--- src/rtl/core/bnfa_pkg.sv ---
// ---------------------------------------------------------------------------
// bnfa_pkg
// Shared constants, codes and helpers for the bitmap next-fit allocator.
// ---------------------------------------------------------------------------
package bnfa_pkg;

  localparam int BITMAP_BYTES_DEF = 512;

  localparam int SLOT_W   = 12;  // granted_slot / slot_index width
  localparam int COUNT_W  = 13;  // free_slots width
  localparam int IN_W     = 16;  // s_tdata width
  localparam int OUT_W    = 32;  // m_tdata width
  localparam int OUT_PAD  = OUT_W - COUNT_W - 1 - SLOT_W;

  localparam logic [7:0] FULL_BYTE = 8'hFF;
  localparam logic [7:0] TOP_BIT   = 8'h80;

  localparam logic MODE_ALLOC = 1'b0;
  localparam logic MODE_FREE  = 1'b1;

  localparam logic STATUS_DONE = 1'b0;
  localparam logic STATUS_FULL = 1'b1;

  // Position of the most significant clear bit, counted from the MSB.
  // Seven when the top seven bits are all set.
  function automatic logic [2:0] first_clear(input logic [7:0] b);
    logic [2:0] idx;
    idx = 3'd7;
    for (int i = 6; i >= 0; i--) begin
      if (!b[7 - i]) begin
        idx = 3'(i);
      end
    end
    return idx;
  endfunction

endpackage

--- src/rtl/core/bnfa_ram.sv ---
// ---------------------------------------------------------------------------
// bnfa_ram
// Generic simple dual-port RAM, one write and one registered read port.
// ---------------------------------------------------------------------------
module bnfa_ram #(
  parameter int WIDTH = 8,
  parameter int DEPTH = 512
) (
  input  logic                     clk,
  input  logic                     we,
  input  logic [$clog2(DEPTH)-1:0] waddr,
  input  logic [WIDTH-1:0]         wdata,
  input  logic [$clog2(DEPTH)-1:0] raddr,
  output logic [WIDTH-1:0]         rdata
);

  logic [WIDTH-1:0] mem [DEPTH];

  always_ff @(posedge clk) begin
    if (we) begin
      mem[waddr] <= wdata;
    end
    rdata <= mem[raddr];
  end

endmodule

--- src/rtl/core/bitmap_next_fit_allocator.sv ---
// ---------------------------------------------------------------------------
// bitmap_next_fit_allocator
// Next-fit slot allocator over a byte-wide occupancy bitmap held in RAM.
// ---------------------------------------------------------------------------
// One transaction on the slave side is one request: tuser selects allocate
// (0) or free (1), tdata carries the slot to free. Each request returns one
// transaction on the master side with the granted slot, a full flag and the
// free count after the request. The bitmap lives in a single RAM, one byte
// per row, MSB-first (slot s is bit 7-s%8 of row s/8). A small sequencer
// walks it one row at a time through the RAM's registered read port and
// does a read-modify-write on the row it settles on. The block takes one
// request at a time; s_tready is high only while the sequencer is idle.
// An allocate scans row by row, starting at the row of the last granted
// slot and wrapping, until it finds a row with room or has visited every
// row; an allocate with a zero free count and a free of a slot beyond
// capacity go straight to the result.
// The master side has its own output register, so a new request is taken
// while the previous result waits for m_tready. After reset a clearing pass
// writes zero to every row, with s_tready held low.
// ---------------------------------------------------------------------------
module bitmap_next_fit_allocator
  import bnfa_pkg::*;
#(
  parameter int BITMAP_BYTES = BITMAP_BYTES_DEF
) (
  input  logic             clk,
  input  logic             rst,
  // request channel
  input  logic             s_tvalid,
  output logic             s_tready,
  input  logic [IN_W-1:0]  s_tdata,   // [11:0] slot_index, [15:12] zero
  input  logic             s_tuser,   // [0] mode
  // result channel
  output logic             m_tvalid,
  input  logic             m_tready,
  output logic [OUT_W-1:0] m_tdata    // [11:0] granted_slot, [12] status,
                                      // [25:13] free_slots, [31:26] zero
);

  localparam int AW  = $clog2(BITMAP_BYTES);        // row address width
  localparam int CAP = BITMAP_BYTES * 8;            // slot capacity
  localparam int CW  = $clog2(CAP + 1);             // free counter width
  localparam logic [AW-1:0] LAST_ROW = AW'(BITMAP_BYTES - 1);

  // Sequencer states, one-hot.
  typedef enum logic [6:0] {
    ST_CLEAR     = 7'b0000001,  // post-reset sweep writing zeros
    ST_IDLE      = 7'b0000010,  // waiting for a request
    ST_ALLOC_RD  = 7'b0000100,  // row read issued at pos
    ST_ALLOC_CHK = 7'b0001000,  // row data back; test for room
    ST_FREE_RD   = 7'b0010000,
    ST_FREE_CHK  = 7'b0100000,  // clear the bit, bump the count
    ST_FINISH    = 7'b1000000   // hand result to the output register
  } state_t;

  state_t              state;
  logic [AW-1:0]       pos;       // current row; also the clear-sweep address
  logic [AW-1:0]       tries;     // rows already found full in this scan
  logic [AW-1:0]       hint;      // row of the last granted slot
  logic [CW-1:0]       count;     // free slot count
  logic [2:0]          bit_sel;   // bit of the slot being freed
  logic [SLOT_W-1:0]   res_slot;
  logic                res_status;

  // RAM ports
  logic                ram_we;
  logic [7:0]          ram_wdata;
  logic [7:0]          rd_data;

  // request decode
  logic [8:0]          in_row;
  logic                in_range;
  logic                row_has_room;
  logic [2:0]          clear_idx;

  assign in_row       = s_tdata[SLOT_W-1:3];
  assign in_range     = int'(in_row) < BITMAP_BYTES;
  assign row_has_room = (rd_data != FULL_BYTE);
  assign clear_idx    = first_clear(rd_data);

  assign s_tready = (state == ST_IDLE);

  // Write side of the RAM: clear sweep, set on grant, clear on free.
  always_comb begin
    ram_we    = 1'b0;
    ram_wdata = '0;
    case (state)
      ST_CLEAR: begin
        ram_we = 1'b1;
      end
      ST_ALLOC_CHK: begin
        ram_we    = row_has_room;
        ram_wdata = rd_data | (TOP_BIT >> clear_idx);
      end
      ST_FREE_CHK: begin
        ram_we    = 1'b1;
        ram_wdata = rd_data & ~(TOP_BIT >> bit_sel);
      end
      default: begin
        ram_we = 1'b0;
      end
    endcase
  end

  bnfa_ram #(
    .WIDTH (8),
    .DEPTH (BITMAP_BYTES)
  ) u_bitmap (
    .clk   (clk),
    .we    (ram_we),
    .waddr (pos),
    .wdata (ram_wdata),
    .raddr (pos),
    .rdata (rd_data)
  );

  always_ff @(posedge clk) begin
    if (rst) begin
      state    <= ST_CLEAR;
      pos      <= '0;
      hint     <= '0;
      count    <= CW'(CAP);
      m_tvalid <= 1'b0;
    end else begin
      // in ST_FINISH the output register is reloaded below instead
      if (m_tvalid && m_tready && state != ST_FINISH) begin
        m_tvalid <= 1'b0;
      end
      case (state)
        ST_CLEAR: begin
          if (pos == LAST_ROW) begin
            pos   <= '0;
            state <= ST_IDLE;
          end else begin
            pos <= pos + AW'(1);
          end
        end
        ST_IDLE: begin
          if (s_tvalid) begin
            res_slot   <= '0;
            res_status <= STATUS_DONE;
            tries      <= '0;
            if (s_tuser == MODE_FREE) begin
              pos     <= AW'(in_row);
              bit_sel <= s_tdata[2:0];
              // out-of-range free leaves the bitmap and the count alone
              state   <= in_range ? ST_FREE_RD : ST_FINISH;
            end else if (count == '0) begin
              res_status <= STATUS_FULL;
              state      <= ST_FINISH;
            end else begin
              pos   <= hint;
              state <= ST_ALLOC_RD;
            end
          end
        end
        ST_ALLOC_RD: begin
          state <= ST_ALLOC_CHK;
        end
        ST_ALLOC_CHK: begin
          if (row_has_room) begin
            hint     <= pos;
            count    <= count - CW'(1);
            res_slot <= SLOT_W'({pos, clear_idx});
            state    <= ST_FINISH;
          end else if (tries == LAST_ROW) begin
            // every row visited and full, although the count said otherwise
            res_status <= STATUS_FULL;
            state      <= ST_FINISH;
          end else begin
            tries <= tries + AW'(1);
            pos   <= (pos == LAST_ROW) ? '0 : pos + AW'(1);
            state <= ST_ALLOC_RD;
          end
        end
        ST_FREE_RD: begin
          state <= ST_FREE_CHK;
        end
        ST_FREE_CHK: begin
          // freeing a clear slot still counts, up to capacity
          if (count != CW'(CAP)) begin
            count <= count + CW'(1);
          end
          state <= ST_FINISH;
        end
        ST_FINISH: begin
          if (!m_tvalid || m_tready) begin
            m_tvalid <= 1'b1;
            m_tdata  <= {OUT_PAD'(0), COUNT_W'(count), res_status, res_slot};
            state    <= ST_IDLE;
          end
        end
        default: begin
          state <= ST_IDLE;
        end
      endcase
    end
  end

endmodule

--- config.mk ---
export PLATFORM = sky130hd
export DESIGN_NAME = bitmap_next_fit_allocator
export DESIGN_NICKNAME = d
export VERILOG_FILES = /design/src/rtl/core/bnfa_pkg.sv /design/src/rtl/core/bnfa_ram.sv /design/src/rtl/core/bitmap_next_fit_allocator.sv
export SDC_FILE = /design/constraint.sdc
export NUM_CORES = 2
export LEC_CHECK = 0
export BUFFER_PORTS_ARGS = -buffer_cell sky130_fd_sc_hd__buf_2
export CAP_MARGIN = 10
export CORE_MARGIN = 3
export CORE_UTILIZATION = 36
export CTS_CLUSTER_DIAMETER = 40
export DETAILED_ROUTE_END_ITERATION = 10
export PLACE_DENSITY_LB_ADDON = 0.2
export SLEW_MARGIN = 40
export SYNTH_ARGS = -nofsm -noshare
export SYNTH_HDL_FRONTEND = slang
export SYNTH_SLANG_ARGS = --single-unit
export TNS_END_PERCENT = 10
--- constraint.sdc ---
create_clock -name clk -period 23.6 [get_ports clk]
set_clock_uncertainty 0.2 [all_clocks]
set_input_delay 5.9 -clock clk [delete_from_list [all_inputs] [get_ports clk]]
set_output_delay 5.9 -clock clk [all_outputs]
set_load 0.01 [all_outputs]
; ---- After elaboration in Yosys (flattened, before gate mapping)
; Memories as Yosys holds them, arrays and structs flattened. A register that Yosys moved wholly into a read port is not among the register bits.
; Cells that the tools add are included.
; W data, S select, Z words.
[totals]
reg_bits = 90
latchBits = 0
mem_bits_rw = 4096
mem_bits_ro = 0
in_bits = 21
wordCells = 105
mem_count = 1
[memory_table]
columns = name, depth, word_bits, rd, rd_ports_with_merged_regs, wr, line
row1 = u_bitmap.mem, 512, 8, 1, 1, 1, bnfa_ram.sv:17  ; logic [WIDTH-1:0] mem [DEPTH];
[op_classes]
add_sub_neg = 4
mul = 0
div_mod_pow = 0
order_cmp = 0
n_eq_ne = 21
shifts = 2
n_mux = 45
bitwise_logic = 4
n_reduce_logical = 18
[op_table]
columns = operator, n
row1 = $mux W9, 9
row2 = $mux W7, 7
row3 = $pmux W7 S7, 1
row4 = $pmux W9 S3, 1
row5 = $mux W13, 2
row6 = $pmux W13 S2, 1
row7 = $mux W12, 2
row8 = $pmux W12 S2, 1
row9 = $add A9 B1 Y9 const B, 2
row10 = $eq A9 B9 Y1 const B, 2
row11 = $pmux W9 S2, 1
row12 = $ne A2 B2 Y1 const B, 8
row13 = $pmux W8 S2, 1
row14 = $shr A8 B3 Y8 const A, 2
row15 = $reduce_and A5 Y1, 3
row16 = $add A13 B1 Y13 const B, 1
row17 = $logic_not A13 Y1, 1
row18 = $ne A13 B13 Y1 const B, 1
row19 = $sub A13 B1 Y13 const B, 1
row20 = $mux W3, 4
row21 = $mux W1, 11
row22 = $reduce_and A3 Y1, 3
row23 = $and A8 B8 Y8, 1
row24 = $ne A8 B8 Y1 const B, 1
row25 = 22 further kinds, 27

; ---- Longest topological paths before layout
[logic_depth]
ltp_word = 10
mapped_depth = 13

; ---- Hierarchy
; From an unflattened synthesis, not the netlist that was laid out.
[unflattened]
hier_cells = 8482
hier_area_um2 = 164546.6
[by_module_without_submodules]
columns = module, n_inst, cells_per_inst, area_each_um2
row1 = bnfa_ram, 1, 8030, 159927.1
row2 = bitmap_next_fit_allocator, 1, 452, 4619.4

; ---- Worst setup path before layout
; No wires, ideal clock.
[synth_path]
path_type = register -> register
start = register state[6]
end = memory u_bitmap.mem[0][7] (data pin)
arrival_time_ns = 21.328
required_ns = 19.234
setup_slack_ns = -2.094
stages_incl_launch_ff = 6
path_buffers = 1
period_less_slack_ns = 25.694
path_cell_list = dfxtp_1 nor3_1 and3_1 clkbuf_1 clkinv_1 o21ai_0
[synth_via]
elab_chain_len = 2
word_cells_on_any_way = 3
cone_classes = eq/ne (2) / mux (1)
[synth_lines]
columns = element, line
row1 = "start, declared", bitmap_next_fit_allocator.sv:56  ; state_t state;
row2 = "start signal, assigned", bitmap_next_fit_allocator.sv:147  ; state <= in_range ? ST_FREE_RD : ST_FINISH;
row3 = $eq A7 B6 Y1 / $eq A7 B4 Y1 (equally long branches), bitmap_next_fit_allocator.sv:87  ; case (state)
row4 = $pmux W8 S2 (*), bitmap_next_fit_allocator.sv:87
row5 = named net ram_wdata[7], bitmap_next_fit_allocator.sv:67  ; logic [7:0] ram_wdata;
row6 = "end, declared", bnfa_ram.sv:17
; The timed path passes the listed nets; every way through them passes the cells marked *.

; ---- Final worst setup path
[layout_path]
start = register state[3]
end = output s_tready
[layout_via]
elab_chain_len = 1
[layout_lines]
columns = element, line
row1 = $eq A7 B2 Y1, bitmap_next_fit_allocator.sv:81  ; assign s_tready = (state == ST_IDLE);
row2 = "end, declared", bitmap_next_fit_allocator.sv:30  ; output logic s_tready,
; No other way between the ends.

==> reports/results.tsv <==
stage	metric	value	unit
timing	final hold vios	0	
yosys	leading area contributor after synthesis	edfxtp_1	
timing	final setup vio count	0	
power_and_ir_drop	Pwr per Cell Area	87.4	nW/um2
grt	global-route wire length before repair	686000	um
yosys	sequential-to-total area share from yosys stat	76.7	%
clocking	CTS tree	yes	
yosys	library cells used by synthesis	84	
yosys	cell count after synthesis	7866	
worst_setup_path	Crit path required time	17.50	ns
final_layout	share of post-route cells with drive strength above 1	30.6	%
timing	Tmin final	8.78	ns
yosys	Main synth FF type	edfxtp_1	
clocking	clk slew on worst S/H paths	0.05	ns
clocking	Post-CTS Setup Repair Bufs	0	
worst_setup_path	CP arrival	2.68	ns
hold_path	hold path depth	0	
grt	Tot GR Track Use	21.1	%
yosys	Yosys reg bits	4194	
clocking	Clock Path Buffers	4	
power_and_ir_drop	Power Internal	13.1	mW
clocking	CTS Buf Count	536	
timing	RSZ-0062 raised after global routing	no	
die	Core Region	451000	um2
die	die area	462000	um2
clocking	clk root buf	clkbuf_16	
final_layout	Final Cell Area	191000	um2
detailed_routing	post-DR vias/cell	5.71	
power_and_ir_drop	total power	16.7	mW
detailed_routing	vias	83325	
worst_setup_path	Worst Reg-to-Reg Cells	11	
yosys	top cell type's share of synthesized area	76.1	%
die	Chip Height	680	um
yosys	synthesized cell area	164000	um2
power_and_ir_drop	VDD IR-drop max	78.5	uV
run_status	failing checks	design-rule violations	
yosys	EDFF count, synth	4147	
final_layout	final core utilization	42.3	%
clocking	hold_buf cts	0	
placement	DP HPWL	306000	um
timing	worst slew pin tran	1.11	ns
power_and_ir_drop	logic gate share of total power	2.7	%
hold_path	HP Class	flip-flop to flip-flop	
placement	port buffer count	44	
placement	Placer Congestion	0.887	
die	Initial Utilization	36.3	%
worst_setup_path	CP Capture Type	output port	
clocking	post_cts resized	0	
power_and_ir_drop	Sw Pwr	3.58	mW
worst_setup_path	CP startpoint kind	flip-flop	
detailed_routing	Routed WL per cell	34.0	um
clocking	Clock Latency Late Sink	1.03	ns
grt	grt ovf	0	
placement	area of placed instances	172000	um2
worst_setup_path	Crit Path Category	flip-flop to output port	
run_status	status	finished, violations left	
final_layout	area delta synth->final	16.6	%
run	max-cap violations	0	
timing	max frequency	114	MHz
die	Ports	55	
yosys	FFs w/ async S/R, synth	0	%
yosys	dominant cells by area after synthesis	edfxtp_1, mux4_2, mux2i_1, nor2_1, nand2_1	
clocking	H-tree levels	6	
detailed_routing	DRC Markers	2	
power_and_ir_drop	Clk pwr share	48.7	%
worst_setup_path	Max FO, Critical Path	17	
detailed_routing	DRT Pass-1 Iters	10	
detailed_routing	1st-iter DRT viols	9914	
detailed_routing	drt total wl	496000	um
timing	Rel. slew slack	24.9	%
clocking	TritonCTS sink count	4194	
die	Cell Rows	246	
yosys	syn_area_per_cell	20.8	um2
grt	initial antenna violation count	23	
power_and_ir_drop	sw frac	21.5	%
power_and_ir_drop	P_leak	50.2	nW
power_and_ir_drop	Sequential Power Share	48.5	%
detailed_routing	post-route ant nets	0	
final_layout	commonest non-fill, non-tap cell in the layout	edfxtp_1	
final_layout	final net count	8235	
final_layout	most frequent cells in the layout	edfxtp_1, mux4_2, clkbuf_16	
grt	largest net degree at the start of global routing	193	
timing	max-slew violations	0	
timing	final cycle utilization of the critical path	37.2	%
grt	vias in the first global route	83728	
die	Die Wd	680	um
yosys	synth warn	0	
[final timing paths]
kind,startpoint,to,slack (ns)
max reg2reg,pos[1],u_bitmap.rdata[6],16.20
min,res_status,m_tdata[12],0.22
min reg2reg,res_status,m_tdata[12],0.22
max,state[3],s_tready,14.82
[sequential cells by signal, summed over array words and instances (netlist names)]
register        cells
count              13
res_status          1
u_bitmap.rdata      8
m_tvalid            1
tries               9
hint                9
m_tdata            26
pos                 9
state               7
res_slot           12
bit_sel             3
u_bitmap.mem     4096
[layer usage]
| layer | up-vias | track usage [%] | wire length (um) |
|---|---|---|---|
| li1 | 33504 | - | - |
| met1 | 45190 | 29.2 | 202000 |
| met2 | 3771 | 33.0 | 231000 |
| met3 | 856 | 4.59 | 42800 |
| met4 | 4 | 7.62 | 20700 |
| met5 | - | 0 | 176 |
[per-stage QoR]
stage	setup slack, ns	hold slack [ns]	instances	setup TNS, ns
final	14.82	0.218	14594	0
after global routing	14.63	0.230	14585	0
after CTS	14.74	0.219	14574	0
after detailed placement	15.62	0.209	13601	0
after global placement	15.32	0.207	13593	0
after floorplan	-2.02	0.200	7871	-1035.95
[power groups by stage]
stage	Sequential [mW]	Clock, mW	Combinational (mW)
5_1_grt	8.09	8.56	0.471
3_5_place_dp	8.24	0	0.456
6_report	8.09	8.12	0.451
3_3_place_gp	8.24	0	0.450
4_1_cts	8.09	8.25	0.457
2_1_floorplan	8.23	0	0.298
[worst max-delay path: stages (launching register included)]
cell     delay [ns]
dfxtp_1        0.37
nor4_1         0.38
nand3_1        0.55
inv_1          0.21
buf_2          0.16
[Yosys cell counts (7+ instances only)]
cell type / n
and3_1: 24
o2111ai_1: 10
buf_1: 58
a32o_1: 14
edfxtp_1: 4147
a22oi_1: 76
clkbuf_1: 215
o221ai_1: 10
nand2b_1: 14
xor2_1: 7
buf_4: 34
nor2b_1: 18
mux2i_1: 280
mux4_2: 1010
o211ai_1: 13
dfxtp_1: 47
nor4_1: 19
nand3_1: 89
xnor2_1: 9
a31oi_1: 37
mux2_2: 37
a211oi_1: 17
nor2_1: 636
o21ai_0: 96
nor3_1: 52
o31ai_1: 11
o22a_1: 19
o22ai_1: 44
a22o_1: 11
o32ai_1: 15
ha_1: 18
nand2_1: 267
a21oi_1: 98
nor3b_1: 10
a221oi_1: 10
a32oi_1: 32
and2_1: 20
inv_1: 12
buf_2: 166
a2111oi_0: 8
nand4_1: 29
nand3b_1: 9
buf_6: 24
[kinds of logic (layout without fill, tap and decap cells)]
group                      Yosys count  after routing  synth area share (%)
AOI/OAI and AO/OA                  572            572                  2.42
xor gates and xnor gates            16             16                0.0857
adders and majority gates           19             19                 0.150
buffers and inverters              515           1274                  1.50
DFF                               4194           4194                  76.7
muxes                             1327           1327                  15.9
other                                1             18               0.00229
and+or+nand+nor                   1222           1222                  3.24
[area by class of cell]
class | count | area, um2
clock buffers | 609 | 13900
clock inverters | 364 | 3930
diodes | 12 | 30.0
repair buffers | 284 | 2630
well taps | 5952 | 7450
fillers | 39009 | 260000
multi-input cells | 3162 | 37100
inverters | 17 | 83.8
flip-flops and latches | 4194 | 125000
Power figures use the tool's default switching activity.
